--- config.mk ---
export PLATFORM = sky130hd
export DESIGN_NAME = pgsc_accum
export DESIGN_NICKNAME = d
export VERILOG_FILES = /design/src/pgsc_pkg.sv /design/src/pgsc_accum.sv
export SDC_FILE = /design/constraint.sdc
export NUM_CORES = 1
export LEC_CHECK = 0
export ABC_CLOCK_PERIOD_IN_PS = 10500
export BUFFER_PORTS_ARGS = -buffer_cell sky130_fd_sc_hd__buf_2
export CAP_MARGIN = 10
export CORE_ASPECT_RATIO = 0.6
export CORE_MARGIN = 2
export CORE_UTILIZATION = 35
export DETAILED_ROUTE_END_ITERATION = 10
export PLACE_DENSITY = 0.66
export SYNTH_ARGS = -nofsm -noshare
export SYNTH_HDL_FRONTEND = slang
export SYNTH_SLANG_ARGS = --single-unit
--- constraint.sdc ---
create_clock -name clock -period 10.5 [get_ports clock]
set_input_delay 0.525 -clock clock [delete_from_list [all_inputs] [get_ports clock]]
set_output_delay 0.525 -clock clock [all_outputs]
set_load 0.05 [all_outputs]
--- src/pgsc_pkg.sv ---
package pgsc_pkg;

   // Grid geometry: coordinates are 5-bit, so the grid edge is fixed
   localparam int IDX_W      = 5;
   localparam int GRID_SIZE  = 1 << IDX_W;
   localparam int ADDR_W     = 3 * IDX_W;

   // Component and result widths
   localparam int COMP_W     = 16;
   localparam int NUM_COMP   = 6;
   localparam int WORD_W     = NUM_COMP * COMP_W;
   localparam int SUM_W      = 18;
   localparam int DIFF_W     = 20;
   localparam int CURL_W     = 24;
   localparam int SCALE_W    = 16;

   // Read schedule: seven grid points, three shifted copies per point
   localparam int PT_W       = 3;
   localparam int CP_W       = 2;
   localparam logic [PT_W-1:0] PT_CTR = 3'd0;
   localparam logic [PT_W-1:0] PT_JP  = 3'd1;
   localparam logic [PT_W-1:0] PT_JM  = 3'd2;
   localparam logic [PT_W-1:0] PT_KP  = 3'd3;
   localparam logic [PT_W-1:0] PT_KM  = 3'd4;
   localparam logic [PT_W-1:0] PT_IP  = 3'd5;
   localparam logic [PT_W-1:0] PT_IM  = 3'd6;
   localparam logic [PT_W-1:0] PT_LAST = PT_IM;

   localparam logic [CP_W-1:0] CP_Z    = 2'd0;
   localparam logic [CP_W-1:0] CP_X    = 2'd1;
   localparam logic [CP_W-1:0] CP_Y    = 2'd2;

   // Request kinds
   localparam logic REQ_LOAD  = 1'b0;
   localparam logic REQ_QUERY = 1'b1;

   // Register indexes
   localparam int CSR_ADDR_W = 2;
   localparam logic [CSR_ADDR_W-1:0] CSR_SHIFT_X = 2'd0;
   localparam logic [CSR_ADDR_W-1:0] CSR_SHIFT_Y = 2'd1;
   localparam logic [CSR_ADDR_W-1:0] CSR_SHIFT_Z = 2'd2;
   localparam logic [CSR_ADDR_W-1:0] CSR_SCALE   = 2'd3;

   // Control from the sequencer to the accumulator
   typedef struct packed {
      logic            clear;
      logic            vld;
      logic [PT_W-1:0] pt;
   } acc_ctl_type;

   typedef logic signed [SUM_W-1:0]  sum_type;
   typedef logic signed [DIFF_W-1:0] diff_type;

endpackage

--- src/pgsc_accum.sv ---
module pgsc_accum (
   input  logic                         clock,
   input  pgsc_pkg::acc_ctl_type        ctl,
   input  logic [pgsc_pkg::WORD_W-1:0] rd_data,
   output pgsc_pkg::sum_type            sums [pgsc_pkg::NUM_COMP],
   output pgsc_pkg::diff_type           diffs [3]
);
   import pgsc_pkg::*;

   logic signed [COMP_W-1:0] val [NUM_COMP];
   sum_type  sum_ff [NUM_COMP];
   sum_type  sum_in [NUM_COMP];
   diff_type diff_ff [3];
   diff_type diff_in [3];
   diff_type delta [3];
   diff_type px, py, pz;

   always_comb begin
      for (int c = 0; c < NUM_COMP; c++) begin
         val[c] = rd_data[c*COMP_W +: COMP_W];
      end
      px = DIFF_W'(val[0]);
      py = DIFF_W'(val[1]);
      pz = DIFF_W'(val[2]);
   end

   // Signed contribution of one position read to each curl difference
   always_comb begin
      delta[0] = '0;
      delta[1] = '0;
      delta[2] = '0;
      unique case (ctl.pt)
         PT_JP: begin delta[0] = pz;  delta[2] = -px; end
         PT_JM: begin delta[0] = -pz; delta[2] = px;  end
         PT_KP: begin delta[0] = -py; delta[1] = px;  end
         PT_KM: begin delta[0] = py;  delta[1] = -px; end
         PT_IP: begin delta[1] = -pz; delta[2] = py;  end
         PT_IM: begin delta[1] = pz;  delta[2] = -py; end
         default: begin end
      endcase
   end

   // Center sums and curl differences
   always_comb begin
      for (int c = 0; c < NUM_COMP; c++) begin
         if (ctl.clear) begin
            sum_in[c] = '0;
         end else if (ctl.vld && ctl.pt == PT_CTR) begin
            sum_in[c] = sum_ff[c] + SUM_W'(val[c]);
         end else begin
            sum_in[c] = sum_ff[c];
         end
      end
      for (int m = 0; m < 3; m++) begin
         if (ctl.clear) begin
            diff_in[m] = '0;
         end else if (ctl.vld) begin
            diff_in[m] = diff_ff[m] + delta[m];
         end else begin
            diff_in[m] = diff_ff[m];
         end
      end
   end

   always_ff @(posedge clock) begin
      sum_ff  <= sum_in;
      diff_ff <= diff_in;
   end

   assign sums  = sum_ff;
   assign diffs = diff_ff;

endmodule

==> results.md, run 1 <==
* Least-Margin Pin Slew at 809 ps
* ANT cells at 0
* Die Ht at 168 µm
* Post-synth EDFFs at 0
* Post-layout util at 41.4%
* Worst clock skew at 19.1 ps
* Launching point of the worst reg2reg path: diffs[1]
* Quantity of I/O buffers inserted on ports at 269
* LEAKAGE at 8.41 nW
* Synthesized area at 0.0156 mm²
* Via count at 16633
* First-pass detailed-route iteration total at 5
* Max Slew Vio Count at 0
* Reg2Reg Setup Slack at 7190 ps
* Crit path buf inv count at 4
* Crit path time final at 5130 ps
* Setup TNS at 0 ps
* Yosys Warn Count at 0
* Layout Nets at 2566
* R2R Path End: diffs[19]
* Initial Util at 35.8%
* CP endpoint kind: register
* CP required at 10840 ps
* Flops & latches, synth at 168
* Ports at 270
* Largest net degree at the start of global routing at 117
* Main synth FF type: dfxtp_1
* Antenna Nets Post-Route at 0
* Gr ovfl total at 0
* DRT iter0 DRCs at 1588
* Final Hold Viols at 0
* Skew-Pair Late Insertion Delay at 460 ps
* TritonCTS Buffers at 17
* Status: finished, final reports clean
* Setup crit start kind: primary input
* Min-delay src: rd_data[48]
* First-pass GRT wire length at 89.5 mm
* Critical path, cell by cell: buf_2 > buf_4 > inv_1 > nand2_1 > nor2_1 > buf_4 > o21ai_0 > o21ai_0 > ha_1 > fa_1 > a21o_1 > a21oi_1 > o21bai_1 > a2111o_1 > a41oi_1 > nor4_1 > or3_1 > a31o_2
* P per Cell Area at 117 mW/mm²
* Initial antenna violation count at 1
* Setup-failing EPs final at 0
* Hold Crit Class: in -> reg
* CTS tree: built
* Number of max-cap violations at 0
* CP startpoint: ctl[2]
* Peak VDD IR at 0.0000895 V
* Ratio of cells with drive above 1 in the final layout at 15.0%
* F_max at 195 MHz
* DRC errors left at 0
* Clock Sinks at 168
* Chip width at 277 µm
* Slew margin rel. at 45.5%
* Vias in the first global route at 15124
* Critical-path top delay cell: buf_4
* DP Wirelength at 44.6 mm
* Crit-path leading delay family: compound AO/OA/AOI/OAI gates
* WHS Path Cells at 4
* Hold Path Sink: sums[36]
* Routed len/inst at 20.2 µm
* Synthesized Nets at 2354
* Htree depth at 4
* Postcts setup bufs at 0
* Core ar. at 0.0436 mm²
* Worst EP arrival at 5470 ps
* Die area at 0.0463 mm²
* GR Util All Layers at 24.5%
* Fin crit share at 48.9%
* Reg2reg path depth at 9
* Clk root buf: clkbuf_16
* Vias per inst at 5.77
* Register area share after synthesis at 21.6%
* CTS hold repair buffers at 0
* Ys async rst share at 0%
* Worst path max stage delay at 500 ps
* Final wirelength at 58.3 mm
* Post_cts resized at 0
* Rows at 59
* Max Fanout on Critical Path at 54
* Worst setup path class: in -> reg
* Yosys cell types at 75
* RSZ-0062 raised after global routing: false
* Area delta synth->final at 15.9%
* Final total power at 2.12 mW
* Post-Synthesis Cells at 2081
* Worst-case clock buffer depth at 2
* Commonest cells after routing, fill and taps aside: 268 x buf_2, 238 x nand2_1, 216 x a21oi_1
* Syn Area/Cell at 7.50 µm²
* Placer congestion estimate at 0.987
* Worst-path clk slew at 80 ps
* Most common cell after layout, fill and taps aside: buf_2
## where the power goes
part           total (mW)  internal [mW]  switching, mW
registers           0.704          0.671         0.0329
clock network       0.700          0.381          0.319
logic               0.717          0.240          0.477
total                2.12           1.29          0.829
## cell usage after synthesis, drive strengths merged (5+ instances only)
master,instances,area [µm²]
a41oi,8,70.1
a2111o,7,78.8
inv,63,236
o221ai,8,70.1
or4,7,56.3
a31oi,21,131
clkbuf,73,274
nor2b,29,181
a211o,9,78.8
o21ai,118,591
a21oi,216,1080
and3,25,156
xor2,40,350
a22o,12,105
or3,36,230
ha,162,2030
a22oi,8,60.1
nor2,196,738
o31ai,6,45.0
o21a,25,188
nand3b,12,90.1
or2,5,31.3
mux2,9,101
nand2,238,893
mux2i,43,430
nor3,78,390
a211oi,44,330
xnor2,97,850
nor4,15,109
nand2b,5,31.3
buf,19,88.8
fa,9,180
nor4b,6,52.6
a31o,5,43.8
a221oi,19,166
o211ai,17,128
a21o,71,533
nand3,57,285
a21boi,8,60.1
o22ai,17,106
dfxtp,168,3360
and2,5,31.3
nor3b,7,52.6
o21bai,15,113
## how the worst max path moves through the flow
stage / endpoint / slack, ps / cells past startpoint
2_1_floorplan: diffs[58] / 6310 / 17
6_report: diffs[58] / 5370 / 18
3_3_place_gp: diffs[58] / 5120 / 18
4_1_cts: diffs[58] / 5550 / 18
3_5_place_dp: diffs[58] / 5070 / 18
5_1_grt: diffs[58] / 5090 / 18
## final cells by class
class / count / area, µm²
Multi-Input combinational cell: 1757 / 11600
Sequential cell: 168 / 3360
Timing Repair Buffer: 285 / 1490
Inverter: 64 / 240
Clock buffer: 17 / 425
Fill cell: 4499 / 25500
Tap cell: 579 / 724
Clock inverter: 15 / 195
## worst reg2reg max path, stage by stage, from the launching register on
cell and delay (ps):
dfxtp_1 410, ha_1 280, a211oi_1 500, nor4_1 140, nor3_1 570, a211oi_1 250, o211a_1 320, or3_1 350
a211o_1 290, a21oi_1 130
## metrics by stage
stage | cells | worst slack (ps) | cell area [µm²] | hold WS (ps)
2_1_floorplan | 2081 | 6310 | 15600 | 683
3_3_place_gp | 2853 | 5120 | 17500 | 455
3_5_place_dp | 2853 | 5070 | 17500 | 461
4_1_cts | 2885 | 5550 | 18100 | 421
5_1_grt | 2885 | 5090 | 18100 | 447
6_report | 2885 | 5370 | 18100 | 444
## cell families after synthesis
family	after synthesis	share of synthesized area, %
AND/OR/NAND/NOR	732	21.9
AO/OA/AOI/OAI	665	27.4
adder cells (fa/ha/maj)	171	14.1
flip-flops	168	21.6
buffers and inverters	156	3.87
XOR/XNOR	137	7.69
multiplexers	52	3.41
## per-layer routing
metal | part of all wire [%] | GRT usage [%] | vias up
li1 | - | - | 8063
met1 | 50 | 36.8 | 7906
met2 | 41 | 35.4 | 607
met3 | 7.9 | 5.55 | 57
met4 | 1.4 | 5.06 | 0
met5 | 0 | 0 | -
## state kept, by name (all words and copies together), names as in the netlist
signal	flops
diffs	60
sums	108
Power figures use the tool's default switching activity.
==> run 2: changes to the inputs <==
--- a/config.mk
+++ b/config.mk
@@ -5,14 +5,14 @@
 export SDC_FILE = /design/constraint.sdc
 export NUM_CORES = 1
 export LEC_CHECK = 0
-export ABC_CLOCK_PERIOD_IN_PS = 10500
+export ABC_CLOCK_PERIOD_IN_PS = 4200
 export BUFFER_PORTS_ARGS = -buffer_cell sky130_fd_sc_hd__buf_2
 export CAP_MARGIN = 10
 export CORE_ASPECT_RATIO = 0.6
 export CORE_MARGIN = 2
 export CORE_UTILIZATION = 35
 export DETAILED_ROUTE_END_ITERATION = 10
-export PLACE_DENSITY = 0.66
+export PLACE_DENSITY = 0.68
 export SYNTH_ARGS = -nofsm -noshare
 export SYNTH_HDL_FRONTEND = slang
 export SYNTH_SLANG_ARGS = --single-unit
==> constraint.sdc (replaced) <==
create_clock -name clock -period 4.2 [get_ports clock]
set_input_delay 0.21 -clock clock [delete_from_list [all_inputs] [get_ports clock]]
set_output_delay 0.21 -clock clock [all_outputs]
set_load 0.05 [all_outputs]
==> run 2 against run 1 <==
  * Register-to-register slack lost 6200 ps
  * Sequential share of layout area is 1.1 points lower
  * Power grew to 2.7 times the previous value
  * Hold slack lost 330 ps
  * Worst setup slack worse by 5000 ps
  * Combinational power grew to 2.7 times the previous value
  * Clock power grew to 2.8 times the previous value
  * Die area is the same
  * Flip-flop and latch count is the same
  * Routed wire length grew 4.9%
  * Critical path type unchanged
  * Highest routed layer is now met5
==> results.md, run 2 (synthesized netlist as in run 1, its figures left out) <==
* Status: finished, final reports clean
* Antenna Nets Post-Route at 0 (unchanged)
* TritonCTS Buffers at 17 (unchanged)
* Postcts setup bufs at 0 (unchanged)
* Clk root buf: clkbuf_16
* Ratio of cells with drive above 1 in the final layout at 19.7% (+4.7 points)
* Worst-path clk slew at 80 ps (about the same)
* Final wirelength at 61.2 mm (+4.9%)
* Initial antenna violation count at 4 (+3)
* Setup crit start kind: primary input
* Worst setup path class: in -> reg
* RSZ-0062 raised after global routing: false
* Max Fanout on Critical Path at 8 (-85%)
* Final Hold Viols at 0 (unchanged)
* Initial Util at 35.8% (unchanged)
* Pre-CTS setup slack at -129 ps (-5190 ps)
* Fin crit share at 90.4%
* WHS Path Cells at 4 (unchanged)
* First-pass GRT wire length at 92.8 mm (+3.8%)
* CP required at 4590 ps (-6250 ps)
* Die Ht at 168 µm (unchanged)
* CP endpoint kind: register
* First-pass detailed-route iteration total at 5 (unchanged)
* Worst clock skew at 14.4 ps (-4.66 ps)
* Slew margin rel. at 36.5% (-9.0 points)
* Setup WS post-layout at 404 ps (-4970 ps)
* Post-layout util at 44.0% (+2.5 points)
* Worst EP arrival at 4190 ps (-1280 ps)
* Clock Sinks at 168 (unchanged)
* Largest net degree at the start of global routing at 69 (-41%)
* Crit path time final at 3800 ps
* Core ar. at 0.0436 mm² (unchanged)
* Hold Path Sink: sums[18]
* Area delta synth->final at 23.0%
* Worst-case clock buffer depth at 2 (unchanged)
* Max reg flops at 108 (unchanged)
* Rows at 59 (unchanged)
* DRT iter0 DRCs at 1514 (-4.7%)
* Via count at 17293 (+4.0%)
* P per Cell Area at 295 mW/mm² (+150%)
* F_max at 263 MHz
* Least-Margin Pin Slew at 940 ps (+131 ps)
* DRC errors left at 0 (unchanged)
* Skew-Pair Late Insertion Delay at 470 ps (about the same)
* Chip width at 277 µm (unchanged)
* Vias per inst at 5.72 (-0.75%)
* Hold Crit Class: in -> reg
* Vias in the first global route at 15786 (+4.4%)
* Setup-failing EPs final at 0 (unchanged)
* Min-delay src: rd_data[64]
* # placed instances at 2986 (+4.7%)
* R2R Path End: diffs[18]
* Htree depth at 4 (unchanged)
* Final total power at 5.65 mW (+170%)
* Placer congestion estimate at 0.994 (+0.71%)
* Layout Nets at 2699 (+5.2%)
* Routed len/inst at 20.3 µm (+0.13%)
* GR Util All Layers at 25.6% (+1.0 points)
* DP Wirelength at 48.1 mm (+7.8%)
* Post-Layout Cell Count at 3022 (+4.7%)
* Max Slew Vio Count at 0 (unchanged)
* Gr ovfl total at 0 (unchanged)
* Die area at 0.0463 mm² (unchanged)
* Number of max-cap violations at 0 (unchanged)
* Most common cell after layout, fill and taps aside: buf_2
* Peak VDD IR at 0.000241 V (+170%)
* Reg2Reg Setup Slack at 1030 ps (-6160 ps)
* Commonest cells after routing, fill and taps aside: 268 x buf_2, 238 x nand2_1, 216 x a21oi_1
* Quantity of I/O buffers inserted on ports at 269 (unchanged)
* LEAKAGE at 9.10 nW (+8.3%)
* Launching point of the worst reg2reg path: diffs[0]
* CTS tree: built
* Ports at 270 (unchanged)
* Reg2reg path depth at 10 (+1)
[run 2: cell types whose count changed in the layout (fill, tap and decap cells not counted)]
cell | before | now
buf_4 | 15 | 146
diode_2 | 0 | 4
bufinv_16 | 3 | 6
buf_12 | 1 | 3
clkinv_2 | 2 | 0
clkinv_4 | 3 | 2
clkinv_8 | 1 | 0
clkinvlp_4 | 2 | 1
inv_6 | 3 | 4
inv_8 | 1 | 2
nor4_1 | 13 | 12
nor4_2 | 1 | 2
[run 2: per-layer routing]
metal	GRT usage, %	share of wire (%)	wire (µm)
met2	36.8	41	24900
met1	36.7	47	29000
met4	6.08	2.0	1210
met3	8.04	9.8	6030
met5	0	0.021	13
[run 2: per-stage QoR]
stage                     cell area, µm²  hold WS, ps  setup TNS [ps]
final                              19200          110               0
after global routing               19200          138               0
after CTS                          19200         89.6               0
after detailed placement           18500          460            -496
after global placement             18500          455           -84.9
after floorplan                    15600          486               0
[run 2: cell type report]
type                    instances  area, µm²
fillers                      4383      24400
diodes                          4       10.0
clock inverters                15        263
flip-flops and latches        168       3360
clock buffers                  17        425
multi-input cells            1757      11700
repair buffers                418       2510
inverters                      64        240
well taps                     579        724
[run 2: worst max path at each step]
stage | from | endpoint | slack (ps) | depth (start not counted)
after floorplan | ctl[1] | diffs[58] | 320 | 17
after global placement | rd_data[5] | diffs[19] | -80 | 19
final | rd_data[21] | diffs[59] | 400 | 18
after global routing | rd_data[21] | diffs[19] | 140 | 17
after CTS | rd_data[5] | diffs[37] | 360 | 19
after detailed placement | rd_data[5] | diffs[37] | -130 | 19
[run 2: report_power, final]
part / internal, mW / switching [mW]
sequential: 1.68 / 0.0854
clock: 1.13 / 0.808
combinational: 0.710 / 1.23
[run 2: timing repair]
action,in CTS,in global routing
hold endpoints to repair,0,0
hold buffers,0,0
setup endpoints to repair,0,2
gates resized for setup,0,1
[run 2: critical path, stage by stage]
cell and delay [ps]:
buf_2 110, nor4_1 590, nand3b_1 350, buf_4 240
nor3_1 320, xnor2_1 100, nand2_1 90, o21ai_0 80
a22oi_1 290, o21ai_0 150, buf_4 170, ha_1 370
o2111ai_1 140, a21oi_1 80, o31ai_1 310, xor2_1 120
or3_1 320, a21oi_1 130
